**config.mk**
```make
export PLATFORM = sky130hd
export DESIGN_NAME = disciplined_ms_tick_generator_flat
export DESIGN_NICKNAME = d
export VERILOG_FILES = /design/src/dmt_pkg.sv /design/src/dmt_if.sv /design/src/dmt_front.sv /design/src/dmt_queue.sv /design/src/dmt_back.sv /design/src/disciplined_ms_tick_generator.sv /design/src/flat_wrapper.sv
export SDC_FILE = /design/constraint.sdc
export NUM_CORES = 1
export LEC_CHECK = 0
export BUFFER_PORTS_ARGS = -buffer_cell sky130_fd_sc_hd__buf_2
export CAP_MARGIN = 20
export CORE_ASPECT_RATIO = 1.1
export CORE_MARGIN = 3
export CORE_UTILIZATION = 50
export CTS_CLUSTER_SIZE = 28
export DETAILED_ROUTE_END_ITERATION = 12
export GPL_ROUTABILITY_DRIVEN = 0
export HOLD_SLACK_MARGIN = 0.06
export MAX_ROUTING_LAYER = met4
export PLACE_DENSITY_LB_ADDON = 0.12
export SETUP_SLACK_MARGIN = 0.1
export SLEW_MARGIN = 10
export SYNTH_ARGS = -nofsm -noshare
export SYNTH_HDL_FRONTEND = slang
export SYNTH_SLANG_ARGS = --single-unit
```
**constraint.sdc**
```tcl
create_clock -name clk -period 23.6 [get_ports clk]
set_clock_uncertainty 0.05 [all_clocks]
set_input_delay 2.36 -clock clk [delete_from_list [all_inputs] [get_ports clk]]
set_output_delay 2.36 -clock clk [all_outputs]
set_load 0.02 [all_outputs]
```
**src/dmt_pkg.sv**
```systemverilog
`timescale 1ns / 1ps
// Package for the disciplined millisecond tick generator.
// Holds shared types, constants and the period clamp; no dependencies.
package dmt_pkg;

  // Internal period width covers nominal + 1/8 for the largest nominal period.
  localparam int PER_W     = 15;
  localparam int OUT_PER_W = 14;
  localparam int CFG_IDX_W = 2;

  localparam logic [31:0] SECOND_MS         = 32'd1000;
  localparam logic [15:0] STORED_PERIOD_RST = 16'd8000;
  localparam logic [31:0] SAVE_INTERVAL_RST = 32'd3600000;

  typedef enum logic [1:0] {
    OP_TICK    = 2'd0,
    OP_SECONDS = 2'd1,
    OP_SET_LEN = 2'd2,
    OP_UNUSED  = 2'd3
  } op_t;

  typedef enum logic [CFG_IDX_W-1:0] {
    REG_STORED_PERIOD = 2'd0,
    REG_SAVE_INTERVAL = 2'd1
  } cfg_reg_t;

  // One classified item waiting in the queue.
  typedef struct packed {
    op_t              op;
    logic             first;   // no earlier seconds report seen
    logic [31:0]      ext_ms;  // external elapsed ms, modulo 2^32
    logic [PER_W-1:0] period;  // clamped requested period
  } dmt_entry_t;

  // Configuration write as seen by the back end.
  typedef struct packed {
    logic                 wr;
    logic [CFG_IDX_W-1:0] idx;
    logic [31:0]          data;
  } dmt_cfg_wr_t;

  function automatic logic [PER_W-1:0] clamp_period(input logic [15:0] p,
                                                    input logic [PER_W-1:0] lo,
                                                    input logic [PER_W-1:0] hi);
    logic [PER_W-1:0] r;
    if (p < {1'b0, lo}) begin
      r = lo;
    end else if (p > {1'b0, hi}) begin
      r = hi;
    end else begin
      r = p[PER_W-1:0];
    end
    return r;
  endfunction

endpackage

```
**src/dmt_if.sv**
```systemverilog
`timescale 1ns / 1ps
// Channel interfaces: input items, result items and configuration writes.
// Depends on nothing; payload widths follow the block's field list.
interface dmt_in_if;
  logic        valid;
  logic        ready;
  logic [1:0]  operation;
  logic [31:0] seconds_value;
  logic [15:0] new_period;

  modport source (output valid, operation, seconds_value, new_period, input ready);
  modport sink (input valid, operation, seconds_value, new_period, output ready);
endinterface

interface dmt_out_if;
  logic               valid;
  logic               ready;
  logic               ms_tick;
  logic [13:0]        period_now;
  logic signed [31:0] drift_ms;
  logic               save_request;

  modport source (output valid, ms_tick, period_now, drift_ms, save_request,
                  input ready);
  modport sink (input valid, ms_tick, period_now, drift_ms, save_request,
                output ready);
endinterface

interface dmt_cfg_if;
  logic        valid;
  logic        ready;
  logic [1:0]  idx;
  logic [31:0] data;

  modport source (output valid, idx, data, input ready);
  modport sink (input valid, idx, data, output ready);
endinterface

```
**src/dmt_front.sv**
```systemverilog
`timescale 1ns / 1ps
// Front end: accepts input items, decodes them and precomputes the external
// elapsed milliseconds. Depends on dmt_pkg and dmt_in_if.
module dmt_front import dmt_pkg::*; #(
  parameter int NOMINAL_PERIOD = 8000
) (
  input  logic        clk,
  input  logic        rst_n,
  dmt_in_if.sink      in_ch,
  input  logic        q_full,
  output logic        q_push,
  output dmt_entry_t  q_data
);

  localparam logic [PER_W-1:0] PER_LO = PER_W'(NOMINAL_PERIOD - (NOMINAL_PERIOD >> 3));
  localparam logic [PER_W-1:0] PER_HI = PER_W'(NOMINAL_PERIOD + (NOMINAL_PERIOD >> 3));

  logic [31:0] last_seconds_r, last_seconds_nxt;
  logic [31:0] delta_s;
  op_t         op;

  assign in_ch.ready = !q_full;
  assign q_push      = in_ch.valid && in_ch.ready;
  assign op          = op_t'(in_ch.operation);

  always_comb begin
    delta_s          = in_ch.seconds_value - last_seconds_r;
    q_data.op        = op;
    q_data.first     = (last_seconds_r == 32'd0);
    q_data.ext_ms    = 32'(delta_s * SECOND_MS);
    q_data.period    = clamp_period(in_ch.new_period, PER_LO, PER_HI);
    last_seconds_nxt = last_seconds_r;
    if (q_push && op == OP_SECONDS) begin
      last_seconds_nxt = in_ch.seconds_value;
    end
  end

  always_ff @(posedge clk) begin
    if (!rst_n) begin
      last_seconds_r <= '0;
    end else begin
      last_seconds_r <= last_seconds_nxt;
    end
  end

endmodule

```
**src/dmt_queue.sv**
```systemverilog
`timescale 1ns / 1ps
// Two-entry queue of classified items between front and back end.
// Depends on dmt_pkg.
module dmt_queue import dmt_pkg::*; (
  input  logic       clk,
  input  logic       rst_n,
  input  logic       push,
  input  dmt_entry_t push_data,
  input  logic       pop,
  output dmt_entry_t head,
  output logic       empty,
  output logic       full
);

  dmt_entry_t  slot_r [2];
  logic        wr_ptr_r, wr_ptr_nxt;
  logic        rd_ptr_r, rd_ptr_nxt;
  logic [1:0]  count_r, count_nxt;

  assign head  = slot_r[rd_ptr_r];
  assign empty = (count_r == 2'd0);
  assign full  = (count_r == 2'd2);

  always_comb begin
    wr_ptr_nxt = push ? !wr_ptr_r : wr_ptr_r;
    rd_ptr_nxt = pop ? !rd_ptr_r : rd_ptr_r;
    count_nxt  = count_r + 2'(push) - 2'(pop);
  end

  always_ff @(posedge clk) begin
    if (!rst_n) begin
      wr_ptr_r <= 1'b0;
      rd_ptr_r <= 1'b0;
      count_r  <= '0;
    end else begin
      wr_ptr_r <= wr_ptr_nxt;
      rd_ptr_r <= rd_ptr_nxt;
      count_r  <= count_nxt;
    end
  end

  always_ff @(posedge clk) begin
    if (push) begin
      slot_r[wr_ptr_r] <= push_data;
    end
  end

endmodule

```
**src/dmt_back.sv**
```systemverilog
`timescale 1ns / 1ps
// Back end: holds the timing state, executes queued items and drives the
// registered result channel. Depends on dmt_pkg and dmt_out_if.
module dmt_back import dmt_pkg::*; #(
  parameter int NOMINAL_PERIOD = 8000
) (
  input  logic        clk,
  input  logic        rst_n,
  input  dmt_entry_t  head,
  input  logic        q_empty,
  output logic        q_pop,
  input  dmt_cfg_wr_t cfg_wr,
  dmt_out_if.source   out_ch
);

  localparam logic [PER_W-1:0] PER_LO = PER_W'(NOMINAL_PERIOD - (NOMINAL_PERIOD >> 3));
  localparam logic [PER_W-1:0] PER_HI = PER_W'(NOMINAL_PERIOD + (NOMINAL_PERIOD >> 3));

  logic [PER_W-1:0] period_r, period_nxt;
  logic [PER_W-1:0] tick_cnt_r, tick_cnt_nxt;
  logic [31:0]      ms_cnt_r, ms_cnt_nxt;
  logic [31:0]      ms_at_save_r, ms_at_save_nxt;
  logic [31:0]      last_ms_r, last_ms_nxt;
  logic [31:0]      drift_r, drift_nxt;
  logic [31:0]      save_int_r, save_int_nxt;

  logic             out_valid_r, out_valid_nxt;
  logic             out_tick_r, out_save_r;

  logic             tick;
  logic             save;
  logic [31:0]      int_ms;
  logic [31:0]      drift_calc;
  logic [15:0]      period_trim;
  logic             save_due;

  assign q_pop = !q_empty && (!out_valid_r || out_ch.ready);

  always_comb begin
    period_nxt     = period_r;
    tick_cnt_nxt   = tick_cnt_r;
    ms_cnt_nxt     = ms_cnt_r;
    ms_at_save_nxt = ms_at_save_r;
    last_ms_nxt    = last_ms_r;
    drift_nxt      = drift_r;
    save_int_nxt   = save_int_r;
    tick           = 1'b0;
    save           = 1'b0;

    int_ms      = ms_cnt_r - last_ms_r;
    drift_calc  = head.ext_ms - int_ms;
    // Negative drift means the internal count runs fast: lengthen the period.
    period_trim = drift_calc[31] ? ({1'b0, period_r} + 16'd1)
                                 : ({1'b0, period_r} - 16'd1);
    save_due    = ms_cnt_r > (ms_at_save_r + save_int_r);

    if (q_pop) begin
      case (head.op)
        OP_TICK: begin
          if (tick_cnt_r >= period_r) begin
            tick         = 1'b1;
            tick_cnt_nxt = '0;
            ms_cnt_nxt   = ms_cnt_r + 32'd1;
          end else begin
            tick_cnt_nxt = tick_cnt_r + PER_W'(1);
          end
        end
        OP_SECONDS: begin
          if (!head.first) begin
            drift_nxt = drift_calc;
            if (drift_calc != 32'd0) begin
              period_nxt = clamp_period(period_trim, PER_LO, PER_HI);
              if (save_due) begin
                save           = 1'b1;
                ms_at_save_nxt = ms_cnt_r;
              end
            end
          end
          last_ms_nxt = ms_cnt_r;
        end
        OP_SET_LEN: begin
          period_nxt     = head.period;
          ms_at_save_nxt = ms_cnt_r;
          save           = 1'b1;
        end
        default: begin
        end
      endcase
    end

    if (cfg_wr.wr) begin
      case (cfg_reg_t'(cfg_wr.idx))
        REG_STORED_PERIOD: period_nxt   = clamp_period(cfg_wr.data[15:0], PER_LO, PER_HI);
        REG_SAVE_INTERVAL: save_int_nxt = cfg_wr.data;
        default: begin
        end
      endcase
    end

    if (q_pop) begin
      out_valid_nxt = 1'b1;
    end else if (out_ch.ready) begin
      out_valid_nxt = 1'b0;
    end else begin
      out_valid_nxt = out_valid_r;
    end
  end

  always_ff @(posedge clk) begin
    if (!rst_n) begin
      period_r     <= clamp_period(STORED_PERIOD_RST, PER_LO, PER_HI);
      tick_cnt_r   <= '0;
      ms_cnt_r     <= '0;
      ms_at_save_r <= '0;
      last_ms_r    <= '0;
      drift_r      <= '0;
      save_int_r   <= SAVE_INTERVAL_RST;
      out_valid_r  <= 1'b0;
    end else begin
      period_r     <= period_nxt;
      tick_cnt_r   <= tick_cnt_nxt;
      ms_cnt_r     <= ms_cnt_nxt;
      ms_at_save_r <= ms_at_save_nxt;
      last_ms_r    <= last_ms_nxt;
      drift_r      <= drift_nxt;
      save_int_r   <= save_int_nxt;
      out_valid_r  <= out_valid_nxt;
    end
  end

  // Result payload registers load only when a new item completes.
  always_ff @(posedge clk) begin
    if (q_pop) begin
      out_tick_r <= tick;
      out_save_r <= save;
    end
  end

  assign out_ch.valid        = out_valid_r;
  assign out_ch.ms_tick      = out_tick_r;
  assign out_ch.save_request = out_save_r;
  // Period and drift reflect the state after the last completed item.
  assign out_ch.period_now   = period_r[OUT_PER_W-1:0];
  assign out_ch.drift_ms     = signed'(drift_r);

endmodule

```
**src/disciplined_ms_tick_generator.sv**
```systemverilog
`timescale 1ns / 1ps
// Top level of the disciplined millisecond tick generator.
// Depends on dmt_pkg, dmt_if, dmt_front, dmt_queue and dmt_back.
//
// Usage:
//   in_ch   - one transaction per item: operation (tick, seconds report,
//             set period), seconds_value and new_period.
//   out_ch  - exactly one result transaction per input item, in order:
//             ms_tick, period_now, drift_ms and save_request.
//   cfg_ch  - register writes (idx 0 stored period, idx 1 save interval);
//             always ready, write only while no item is in flight.
//   Path: an accepted item is written into the queue, then the back end
//   pops it and loads the output register; the result is held there until
//   out_ch takes it.
//   Throughput: one item per cycle while out_ch is ready; the back end
//   updates all timing state on each pop, so clock ticks stream back to back.
//   Stall: if out_ch is held off, the two-entry queue absorbs the items in
//   flight and in_ch.ready drops once it is full; nothing is lost.
//   Reset (rst_n low, synchronous): the period loads the clamped stored
//   period reset value, all counters and the drift clear, the queue empties
//   and out_ch.valid drops.
module disciplined_ms_tick_generator import dmt_pkg::*; #(
  parameter int NOMINAL_PERIOD = 8000
) (
  input  logic       clk,
  input  logic       rst_n,
  dmt_in_if.sink     in_ch,
  dmt_out_if.source  out_ch,
  dmt_cfg_if.sink    cfg_ch
);

  logic        q_push;
  logic        q_pop;
  logic        q_full;
  logic        q_empty;
  dmt_entry_t  q_wdata;
  dmt_entry_t  q_head;
  dmt_cfg_wr_t cfg_wr;

  // Configuration writes go straight to the back end registers; never back-pressure it.
  assign cfg_ch.ready = 1'b1;
  assign cfg_wr.wr    = cfg_ch.valid;
  assign cfg_wr.idx   = cfg_ch.idx;
  assign cfg_wr.data  = cfg_ch.data;

  // Front end: decode, clamp requested period, compute external elapsed ms.
  dmt_front #(
    .NOMINAL_PERIOD(NOMINAL_PERIOD)
  ) u_front (
    .clk    (clk),
    .rst_n  (rst_n),
    .in_ch  (in_ch),
    .q_full (q_full),
    .q_push (q_push),
    .q_data (q_wdata)
  );

  // Decouple front and back so either side can stall independently.
  dmt_queue u_queue (
    .clk       (clk),
    .rst_n     (rst_n),
    .push      (q_push),
    .push_data (q_wdata),
    .pop       (q_pop),
    .head      (q_head),
    .empty     (q_empty),
    .full      (q_full)
  );

  // Back end: advance tick counter, trim the period, raise save requests.
  dmt_back #(
    .NOMINAL_PERIOD(NOMINAL_PERIOD)
  ) u_back (
    .clk     (clk),
    .rst_n   (rst_n),
    .head    (q_head),
    .q_empty (q_empty),
    .q_pop   (q_pop),
    .cfg_wr  (cfg_wr),
    .out_ch  (out_ch)
  );

endmodule

```
**src/flat_wrapper.sv**
```systemverilog
// flat-port wrapper written by rule: the top's interface ports become plain ports
module disciplined_ms_tick_generator_flat import dmt_pkg::*;
#(
  parameter int NOMINAL_PERIOD = 8000
)
  (clk, rst_n, in_ch_valid, in_ch_operation, in_ch_seconds_value, in_ch_new_period, in_ch_ready, out_ch_valid, out_ch_ms_tick, out_ch_period_now, out_ch_drift_ms, out_ch_save_request, out_ch_ready, cfg_ch_valid, cfg_ch_idx, cfg_ch_data, cfg_ch_ready);
  dmt_in_if in_ch_i ();
  dmt_out_if out_ch_i ();
  dmt_cfg_if cfg_ch_i ();
  input  logic clk;
  input  logic rst_n;
  input wire logic [$bits(in_ch_i.valid)-1:0] in_ch_valid;
  input wire logic [$bits(in_ch_i.operation)-1:0] in_ch_operation;
  input wire logic [$bits(in_ch_i.seconds_value)-1:0] in_ch_seconds_value;
  input wire logic [$bits(in_ch_i.new_period)-1:0] in_ch_new_period;
  output wire logic [$bits(in_ch_i.ready)-1:0] in_ch_ready;
  output wire logic [$bits(out_ch_i.valid)-1:0] out_ch_valid;
  output wire logic [$bits(out_ch_i.ms_tick)-1:0] out_ch_ms_tick;
  output wire logic [$bits(out_ch_i.period_now)-1:0] out_ch_period_now;
  output wire logic [$bits(out_ch_i.drift_ms)-1:0] out_ch_drift_ms;
  output wire logic [$bits(out_ch_i.save_request)-1:0] out_ch_save_request;
  input wire logic [$bits(out_ch_i.ready)-1:0] out_ch_ready;
  input wire logic [$bits(cfg_ch_i.valid)-1:0] cfg_ch_valid;
  input wire logic [$bits(cfg_ch_i.idx)-1:0] cfg_ch_idx;
  input wire logic [$bits(cfg_ch_i.data)-1:0] cfg_ch_data;
  output wire logic [$bits(cfg_ch_i.ready)-1:0] cfg_ch_ready;
  assign in_ch_i.valid = in_ch_valid;
  assign in_ch_i.operation = in_ch_operation;
  assign in_ch_i.seconds_value = in_ch_seconds_value;
  assign in_ch_i.new_period = in_ch_new_period;
  assign in_ch_ready = in_ch_i.ready;
  assign out_ch_valid = out_ch_i.valid;
  assign out_ch_ms_tick = out_ch_i.ms_tick;
  assign out_ch_period_now = out_ch_i.period_now;
  assign out_ch_drift_ms = out_ch_i.drift_ms;
  assign out_ch_save_request = out_ch_i.save_request;
  assign out_ch_i.ready = out_ch_ready;
  assign cfg_ch_i.valid = cfg_ch_valid;
  assign cfg_ch_i.idx = cfg_ch_idx;
  assign cfg_ch_i.data = cfg_ch_data;
  assign cfg_ch_ready = cfg_ch_i.ready;
  disciplined_ms_tick_generator #(.NOMINAL_PERIOD(NOMINAL_PERIOD)) u_core (.clk(clk), .rst_n(rst_n), .in_ch(in_ch_i), .out_ch(out_ch_i), .cfg_ch(cfg_ch_i));
endmodule
```
==> flow_metrics.py, run 1 <==
metrics = {
    "run_status": {
        "status": "completed",
    },
    "timing": {
        "drv_slew": 0,
        "max_slew_margin": 0.2691,
        "fin_crit_ns": 10.31,
        "fin_setup_tns_ns": 0,
        "finalSetupViolations": 0,
        "hold_viol": 0,
        "tightest_slew_ns": 1.087,
        "rsz0062_at_grt": "no",
        "finalWorstSetupSlack_ns": 13.29,
        "fin_crit_sh": 0.4368,
        "fmax_mhz": 97.00,
    },
    "yosys": {
        "yosysWarnings": 0,
        "synthMuxAreaShare": 0.04016,
        "yosys_register_bits": 324,
        "synth_simple_gate_area_frac": 0.1669,
        "synth_area_per_cell_um2": 9.156,
        "synth_xor_area_frac": 0.06286,
        "synth_top_family_by_area": "adder cells",
        "ys_top_cells_by_count": "326 x nand2_1, 252 x inv_1, 228 x dfxtp_1",
        "ys.flop_type": "dfxtp_1",
        "synth_area_um2": 24150,
        "synth.top_cell.area_share": 0.1890,
        "synth.largest_area_cell": "dfxtp_1",
        "syn_inst": 2637,
        "yosysSeqAreaShare": 0.3084,
        "yosysMostFrequentCell": "nand2_1",
        "synthTopCellsByArea": "dfxtp_1 19%, edfxtp_1 12%, ha_1 11%",
        "synth_fa_ha_area_frac": 0.2063,
        "async_flop_share": 0,
        "synth-edff-count": 96,
        "post_synth_num_cell_types": 100,
        "synth-compound-area-share": 0.1560,
    },
    "place": {
        "dpl_cell_area_um2": 25320,
        "hpwl_um": 45560,
        "pre_cts_ws_ns": 12.69,
        "io_buffers": 138,
    },
    "min_path": {
        "hold_start": "u_core.u_back.out_ch.drift_ms[1]",
        "hold_class": "flip-flop to flip-flop",
        "holdPathEnd": "u_core.u_back.out_ch.drift_ms[1]",
        "hold_depth": 2,
    },
    "critical_path": {
        "crit_path_max_incr_delay_ns": 0.60,
        "startpoint_type": "input port",
        "endpoint_kind": "flip-flop",
        "cp.required_ns": 23.83,
        "rr_endpoint": "u_core.u_queue.slot_r[0][43]",
        "arrival_ns": 10.54,
        "cp_max_fo": 4,
        "reg2reg_slack_ns": 14.89,
        "crit_slowest_cell": "a2111oi_0",
        "critPathKind": "input port to flip-flop",
        "r2r_start": "u_core.u_front.last_seconds_r[0]",
        "r2r_cells": 31,
    },
    "final_layout": {
        "layout-drive-gt1-share": 0.1009,
        "fin_util": 0.5638,
        "area_delta_synth_final_pct": 10.33,
        "stdcell_area_um2": 26640,
        "nets": 3152,
        "n_antenna_cell": 0,
    },
    "cts": {
        "cts_resized": 0,
        "post_cts_buffers": 0,
        "root_buffer": "clkbuf_16",
        "clock_path_buffers": 3,
        "ctsHoldBuffers": 0,
        "clock_latency_ns": 0.55,
        "path_clk_slew_ns": 0.06,
        "htree_levels": 2,
        "cts_sinks": 324,
        "numCtsBuffers": 38,
        "cts_tree": "built",
    },
    "drt": {
        "drtIter0Drc": 1148,
        "postRouteAntennaNets": 0,
        "post_drt_wl_per_cell_um": 17.23,
        "route.detailed.drc": 0,
        "vias_per_cell": 5.489,
        "vias": 18680,
        "firstDrtPassIters": 7,
        "wirelength_um": 58620,
    },
    "global_routing": {
        "grt_max_degree": 92,
        "grt_pass1_vias": 18618,
        "overflow": 0,
        "grt_first_pass_wirelength_um": 95860,
        "antenna_found_initial": 0,
        "grt_usage": 0.2354,
    },
    "die": {
        "dieArea_um2": 50970,
        "ios": 140,
        "core-area_um2": 47250,
        "initial_core_util": 0.5110,
        "rows": 83,
        "die_h_um": 236.5,
        "die_width_um": 215.5,
    },
    "run": {
        "cap_violations": 0,
    },
}
## placed cells by master (no fill, tap or decap), types with 96 or more instances in the layout
cell      Yosys  final
edfxtp_1     96     96
o21ai_0      98     98
inv_1       252    252
dfxtp_1     228    227
ha_1        203    203
buf_2         8    137
nor2_1      110    108
nand2_1     326    326
fa_1        122    122
a21boi_0    109    109
a21oi_1     114    114
xnor2_1     114    114
## critical path, delay by kind of cell
family,cells,cell delay (ns)
buf+inv,5,0.47
xor+xnor,3,0.76
compound gates,14,3.26
simple gates,4,0.72
fa+ha+maj,7,2.97
## stage by stage
step / instances / hold WS (ns)
floorplan: 2638 / 0.3931
global placement: 3332 / 0.4038
detailed placement: 3332 / 0.4093
CTS: 3400 / 0.4171
global route: 3403 / 0.4450
finish: 3403 / 0.4134
## cells by family after synthesis
logic type      Yosys count
simple gates            824
compound gates          548
buf+inv                 352
fa+ha+maj               325
flops                   324
xor+xnor                170
mux                      92
other cells               2
## registers in the layout (all words and copies together) (netlist names), 2 cells and up, named ones only
signal and flops:
u_core.u_back.save_int_r 32, u_core.u_back.ms_cnt_r 32, u_core.u_back.last_ms_r 32, u_core.u_back.period_r 15, u_core.u_queue.count_r 2, u_core.u_back.tick_cnt_r 15, u_core.u_queue.slot_r 94, u_core.u_back.out_ch.drift_ms 32
u_core.u_back.ms_at_save_r 32, u_core.u_front.last_seconds_r 32
## routing by layer
metal	part of all wire	vias to the layer above	global-route usage
li1	-	9264	-
met1	0.45	8884	0.3026
met2	0.48	437	0.3931
met3	0.048	95	0.03196
met4	0.025	0	0.06390
met5	0	-	-
## layout make-up
type,instances,area [um2]
Timing Repair Buffer,159,874.6
Tap cell,637,797.0
Multi-Input combinational cell,1962,15300
Fill cell,4329,20610
Clock buffer,52,1107
Inverter,253,949.7
Clock inverter,16,163.9
Sequential cell,324,7448
## worst max-delay path by stage
stage / cells after the start / from / slack [ns] / to
after detailed placement: 33 / in_ch_seconds_value[0] / 12.69 / u_core.u_queue.slot_r[0][43]
after CTS: 33 / in_ch_seconds_value[0] / 13.27 / u_core.u_queue.slot_r[0][43]
final: 33 / in_ch_seconds_value[0] / 13.29 / u_core.u_queue.slot_r[0][43]
after global routing: 33 / in_ch_seconds_value[0] / 12.74 / u_core.u_queue.slot_r[0][43]
after floorplan: 32 / in_ch_seconds_value[0] / 13.61 / u_core.u_queue.slot_r[0][43]
after global placement: 33 / in_ch_seconds_value[0] / 12.83 / u_core.u_queue.slot_r[0][43]
Power of run 1 is left out: the tool's default activity adds up to more than one toggle a clock period on the data nets, which glitch-free logic cannot reach.
==> inputs of run 2 (changes only) <==
==> constraint.sdc (replaced) <==
create_clock -name clk -period 9.9 [get_ports clk]
set_clock_uncertainty 0.05 [all_clocks]
set_input_delay 0.99 -clock clk [delete_from_list [all_inputs] [get_ports clk]]
set_output_delay 0.99 -clock clk [all_outputs]
set_load 0.02 [all_outputs]
==> run 2 against run 1 <==
Against the previous run: global-route usage up 0.074 points; setup slack worse by 12 ns; count of clock-buffer cells in the layout up 1; first-iteration DRC count up 11%; die area unchanged; core utilization up 0.095 points; wire length up 1.0%; register-to-register slack worse by 14 ns; hold slack worse by 0.0022 ns; cell area up 0.17%; critical path type unchanged.
==> flow_metrics.py, run 2 (synthesis gave the netlist of run 1 again) <==
metrics = {
    "run_status": {
        "status": "completed",
    },
    "cts": {
        "ctsHoldBuffers": 0,
        "numCtsBuffers": 39,
        "htree_levels": 2,
        "clock_path_buffers": 3,
        "path_clk_slew_ns": 0.06,
        "cts_resized": 0,
        "post_cts_buffers": 0,
        "cts_sinks": 324,
        "root_buffer": "clkbuf_16",
        "cts_tree": "built",
        "clock_latency_ns": 0.55,
    },
    "place": {
        "io_buffers": 138,
        "pre_cts_ws_ns": 0.3427,
        "hpwl_um": 45850,
    },
    "global_routing": {
        "grt_first_pass_wirelength_um": 96140,
        "grt_max_degree": 102,
        "overflow": 0,
        "grt_pass1_vias": 18664,
        "antenna_found_initial": 1,
        "grt_usage": 0.2361,
    },
    "final_layout": {
        "fillCellCount": 4184,
        "layout-drive-gt1-share": 0.1029,
        "final_common_cell": "nand2_1",
        "final_cell_mix": "326 x nand2_1, 252 x inv_1, 227 x dfxtp_1",
        "area_delta_synth_final_pct": 10.51,
        "n_antenna_cell": 0,
        "largest_reg_flops": 94,
        "nets": 3154,
        "top_register": "u_core.u_queue.slot_r",
        "seqCellArea_um2": 7448,
        "multiInputGateArea_um2": 15300,
    },
    "timing": {
        "holdWs_ns": 0.4112,
        "max_slew_margin": 0.3921,
        "tightest_slew_ns": 0.9037,
        "drv_slew": 0,
        "hold_viol": 0,
        "finalWorstSetupSlack_ns": 0.9299,
        "fin_crit_sh": 0.9061,
        "fmax_mhz": 111.5,
        "rsz0062_at_grt": "no",
        "fin_crit_ns": 8.970,
        "fin_setup_tns_ns": 0,
        "finalSetupViolations": 0,
    },
    "critical_path": {
        "crit_slowest_cell": "a2111oi_0",
        "startpoint_type": "input port",
        "crit_path_max_incr_delay_ns": 0.60,
        "path_buf_inv": 5,
        "crit_family": "compound AO/OA/AOI/OAI gates",
        "cp.required_ns": 10.13,
        "endpoint_kind": "flip-flop",
        "arrival_ns": 9.20,
        "critPathKind": "input port to flip-flop",
        "cp_max_fo": 4,
    },
    "drt": {
        "vias_per_cell": 5.536,
        "postRouteAntennaNets": 0,
        "vias": 18861,
        "route.detailed.drc": 0,
        "drtIter0Drc": 1275,
        "firstDrtPassIters": 6,
        "wirelength_um": 59220,
        "post_drt_wl_per_cell_um": 17.38,
    },
    "die": {
        "rows": 83,
        "initial_core_util": 0.5110,
        "dieArea_um2": 50970,
        "die_h_um": 236.5,
        "die_width_um": 215.5,
        "core-area_um2": 47250,
        "ios": 140,
    },
    "min_path": {
        "hold_class": "flip-flop to flip-flop",
    },
    "run": {
        "cap_violations": 0,
    },
}
==> run 2: final timing paths <==
check	start	to	slack [ns]	depth (start not counted)
setup / recovery	in_ch_seconds_value[0]	u_core.u_queue.slot_r[1][43]	0.93	33
setup reg to reg	u_core.u_front.last_seconds_r[0]	u_core.u_queue.slot_r[1][43]	1.17	31
hold reg to reg	u_core.u_front.last_seconds_r[31]	u_core.u_front.last_seconds_r[31]	0.41	2
hold / removal	u_core.u_front.last_seconds_r[31]	u_core.u_front.last_seconds_r[31]	0.41	2
==> run 2: area by class of cell <==
class	instances	area share
timing repair buffer	160	0.03292
tap	637	0.02987
sequential	324	0.2791
inverter	253	0.03559
clock inverter	18	0.007549
clock buffer	53	0.04164
multi-input combinational	1962	0.5733
==> run 2: through the flow <==
step / cell area, um2 / utilization / cells
global route: 26680 / 0.5647 / 3407
finish: 26680 / 0.5647 / 3407
CTS: 26650 / 0.5640 / 3405
global placement: 25340 / 0.5362 / 3334
floorplan: 24150 / - / 2638
detailed placement: 25340 / 0.5362 / 3334
==> run 2: metal layers <==
metal,global-route usage,vias up,share of wire
li1,-,9271,-
met4,0.07672,0,0.030
met1,0.2986,8918,0.44
met5,-,-,0
met3,0.02836,135,0.051
met2,0.3968,537,0.47
==> run 2: worst min-delay path, stage by stage (launching register included) <==
cell and delay [ns]:
dfxtp_1 0.31, nand2_1 0.05, a21boi_0 0.06
Power of run 2 is left out for the same reason.
==> inputs of run 3 (changes only) <==
==> constraint.sdc (replaced) <==
create_clock -name clk -period 9.9 [get_ports clk]
set_clock_uncertainty 0.05 [all_clocks]
set_input_delay 0.495 -clock clk [delete_from_list [all_inputs] [get_ports clk]]
set_output_delay 0.495 -clock clk [all_outputs]
set_load 0.02 [all_outputs]
==> run 3 against run 2 <==
Against the previous run: hold slack lost 0.30 ns; via count hardly changed; cell area barely moved; largest cell class unchanged; die area is the same; critical endpoint unchanged; setup slack improved by 0.26 ns.
==> flow_metrics.py, run 3 (synthesis gave the netlist of run 1 again) <==
metrics = {
    "critical_path": {
        "reg2reg_slack_ns": 1.19,
        "crit_slowest_cell": "a2111oi_0",
        "cp-startpoint": "u_core.u_front.last_seconds_r[0]",
        "arrival_ns": 8.95,
        "r2r_start": "u_core.u_front.last_seconds_r[0]",
        "crit_path_max_incr_delay_ns": 0.60,
        "cp.required_ns": 10.14,
        "r2r_cells": 31,
        "cp_max_fo": 4,
        "rr_endpoint": "u_core.u_queue.slot_r[1][43]",
        "critPathKind": "flip-flop to flip-flop",
        "path_buf_inv": 3,
        "startpoint_type": "flip-flop",
        "crit_family": "compound AO/OA/AOI/OAI gates",
        "endpoint_kind": "flip-flop",
    },
    "die": {
        "core-area_um2": 47250,
        "dieArea_um2": 50970,
        "die_width_um": 215.5,
        "initial_core_util": 0.5110,
        "die_h_um": 236.5,
        "rows": 83,
        "ios": 140,
    },
    "global_routing": {
        "overflow": 0,
        "grt_first_pass_wirelength_um": 96240,
        "antenna_found_initial": 1,
        "grt_pass1_vias": 18592,
        "grt_max_degree": 102,
        "grt_usage": 0.2370,
    },
    "drt": {
        "route.detailed.drc": 0,
        "firstDrtPassIters": 5,
        "postRouteAntennaNets": 0,
        "vias_per_cell": 5.538,
        "post_drt_wl_per_cell_um": 17.26,
        "vias": 18853,
        "drtIter0Drc": 1347,
        "wirelength_um": 58770,
    },
    "timing": {
        "tightest_slew_ns": 0.9883,
        "fin_crit_ns": 8.709,
        "max_slew_margin": 0.3352,
        "hold_viol": 0,
        "rsz0062_at_grt": "no",
        "fin_setup_tns_ns": 0,
        "finalSetupViolations": 0,
        "drv_slew": 0,
        "fmax_mhz": 114.8,
        "fin_crit_sh": 0.8797,
    },
    "run_status": {
        "status": "completed",
    },
    "cts": {
        "numCtsBuffers": 38,
        "post_cts_buffers": 0,
        "clock_path_buffers": 3,
        "root_buffer": "clkbuf_16",
        "cts_resized": 0,
        "ctsHoldBuffers": 0,
        "cts_tree": "built",
        "clock_latency_ns": 0.55,
        "htree_levels": 2,
        "cts_sinks": 324,
        "path_clk_slew_ns": 0.06,
    },
    "min_path": {
        "hold_start": "cfg_ch_data[17]",
        "hold_depth": 3,
        "holdPathEnd": "u_core.u_back.save_int_r[17]",
        "hold_class": "input port to flip-flop",
    },
    "final_layout": {
        "final_common_cell": "nand2_1",
        "area_delta_synth_final_pct": 10.54,
        "top_register": "u_core.u_queue.slot_r",
        "largest_reg_flops": 94,
        "final_cell_mix": "326 x nand2_1, 252 x inv_1, 227 x dfxtp_1",
        "n_antenna_cell": 0,
        "fillCellCount": 4220,
        "seqCellArea_um2": 7448,
        "nets": 3152,
        "layout-drive-gt1-share": 0.1008,
        "multiInputGateArea_um2": 15300,
    },
    "run": {
        "cap_violations": 0,
    },
    "place": {
        "hpwl_um": 45810,
        "io_buffers": 138,
    },
}
-- run 3: worst min-delay path, stage by stage --
cell	delay, ns
buf_2	0.08
nand2_1	0.04
nand3_1	0.06
-- run 3: how the worst max path moves through the flow --
stage,end,depth (start not counted)
floorplan,u_core.u_queue.slot_r[0][43],32
global placement,u_core.u_queue.slot_r[0][43],33
detailed placement,u_core.u_queue.slot_r[1][43],33
CTS,u_core.u_queue.slot_r[1][43],31
global route,u_core.u_queue.slot_r[1][43],31
finish,u_core.u_queue.slot_r[1][43],31
-- run 3: final cells by class --
cell class,instances,area share
Timing Repair Buffer,159,0.03263
Sequential cell,324,0.2791
Clock inverter,15,0.008719
Clock buffer,54,0.04102
Inverter,253,0.03558
Multi-Input combinational cell,1962,0.5731
Tap cell,637,0.02986
-- run 3: metrics by stage --
step	cell area [um2]	util	setup WS (ns)	std cells	hold slack [ns]
detailed placement	25330	0.5361	0.8690	3333	0.4088
finish	26690	0.5649	1.191	3404	0.1106
global placement	25330	0.5361	0.9867	3333	0.4031
global route	26690	0.5649	0.4824	3404	0.09689
floorplan	24150	-	1.777	2638	0.3931
CTS	26660	0.5641	1.166	3402	0.08281
-- run 3: layer usage --
| layer | global-route usage | routed length [um] | vias up |
|---|---|---|---|
| met2 | 0.3935 | 27900 | 497 |
| met1 | 0.3046 | 26250 | 8991 |
| li1 | - | - | 9270 |
| met4 | 0.06751 | 1670 | 0 |
| met3 | 0.03273 | 2939 | 95 |
| met5 | - | 0 | - |
Power of run 3 is left out for the same reason.
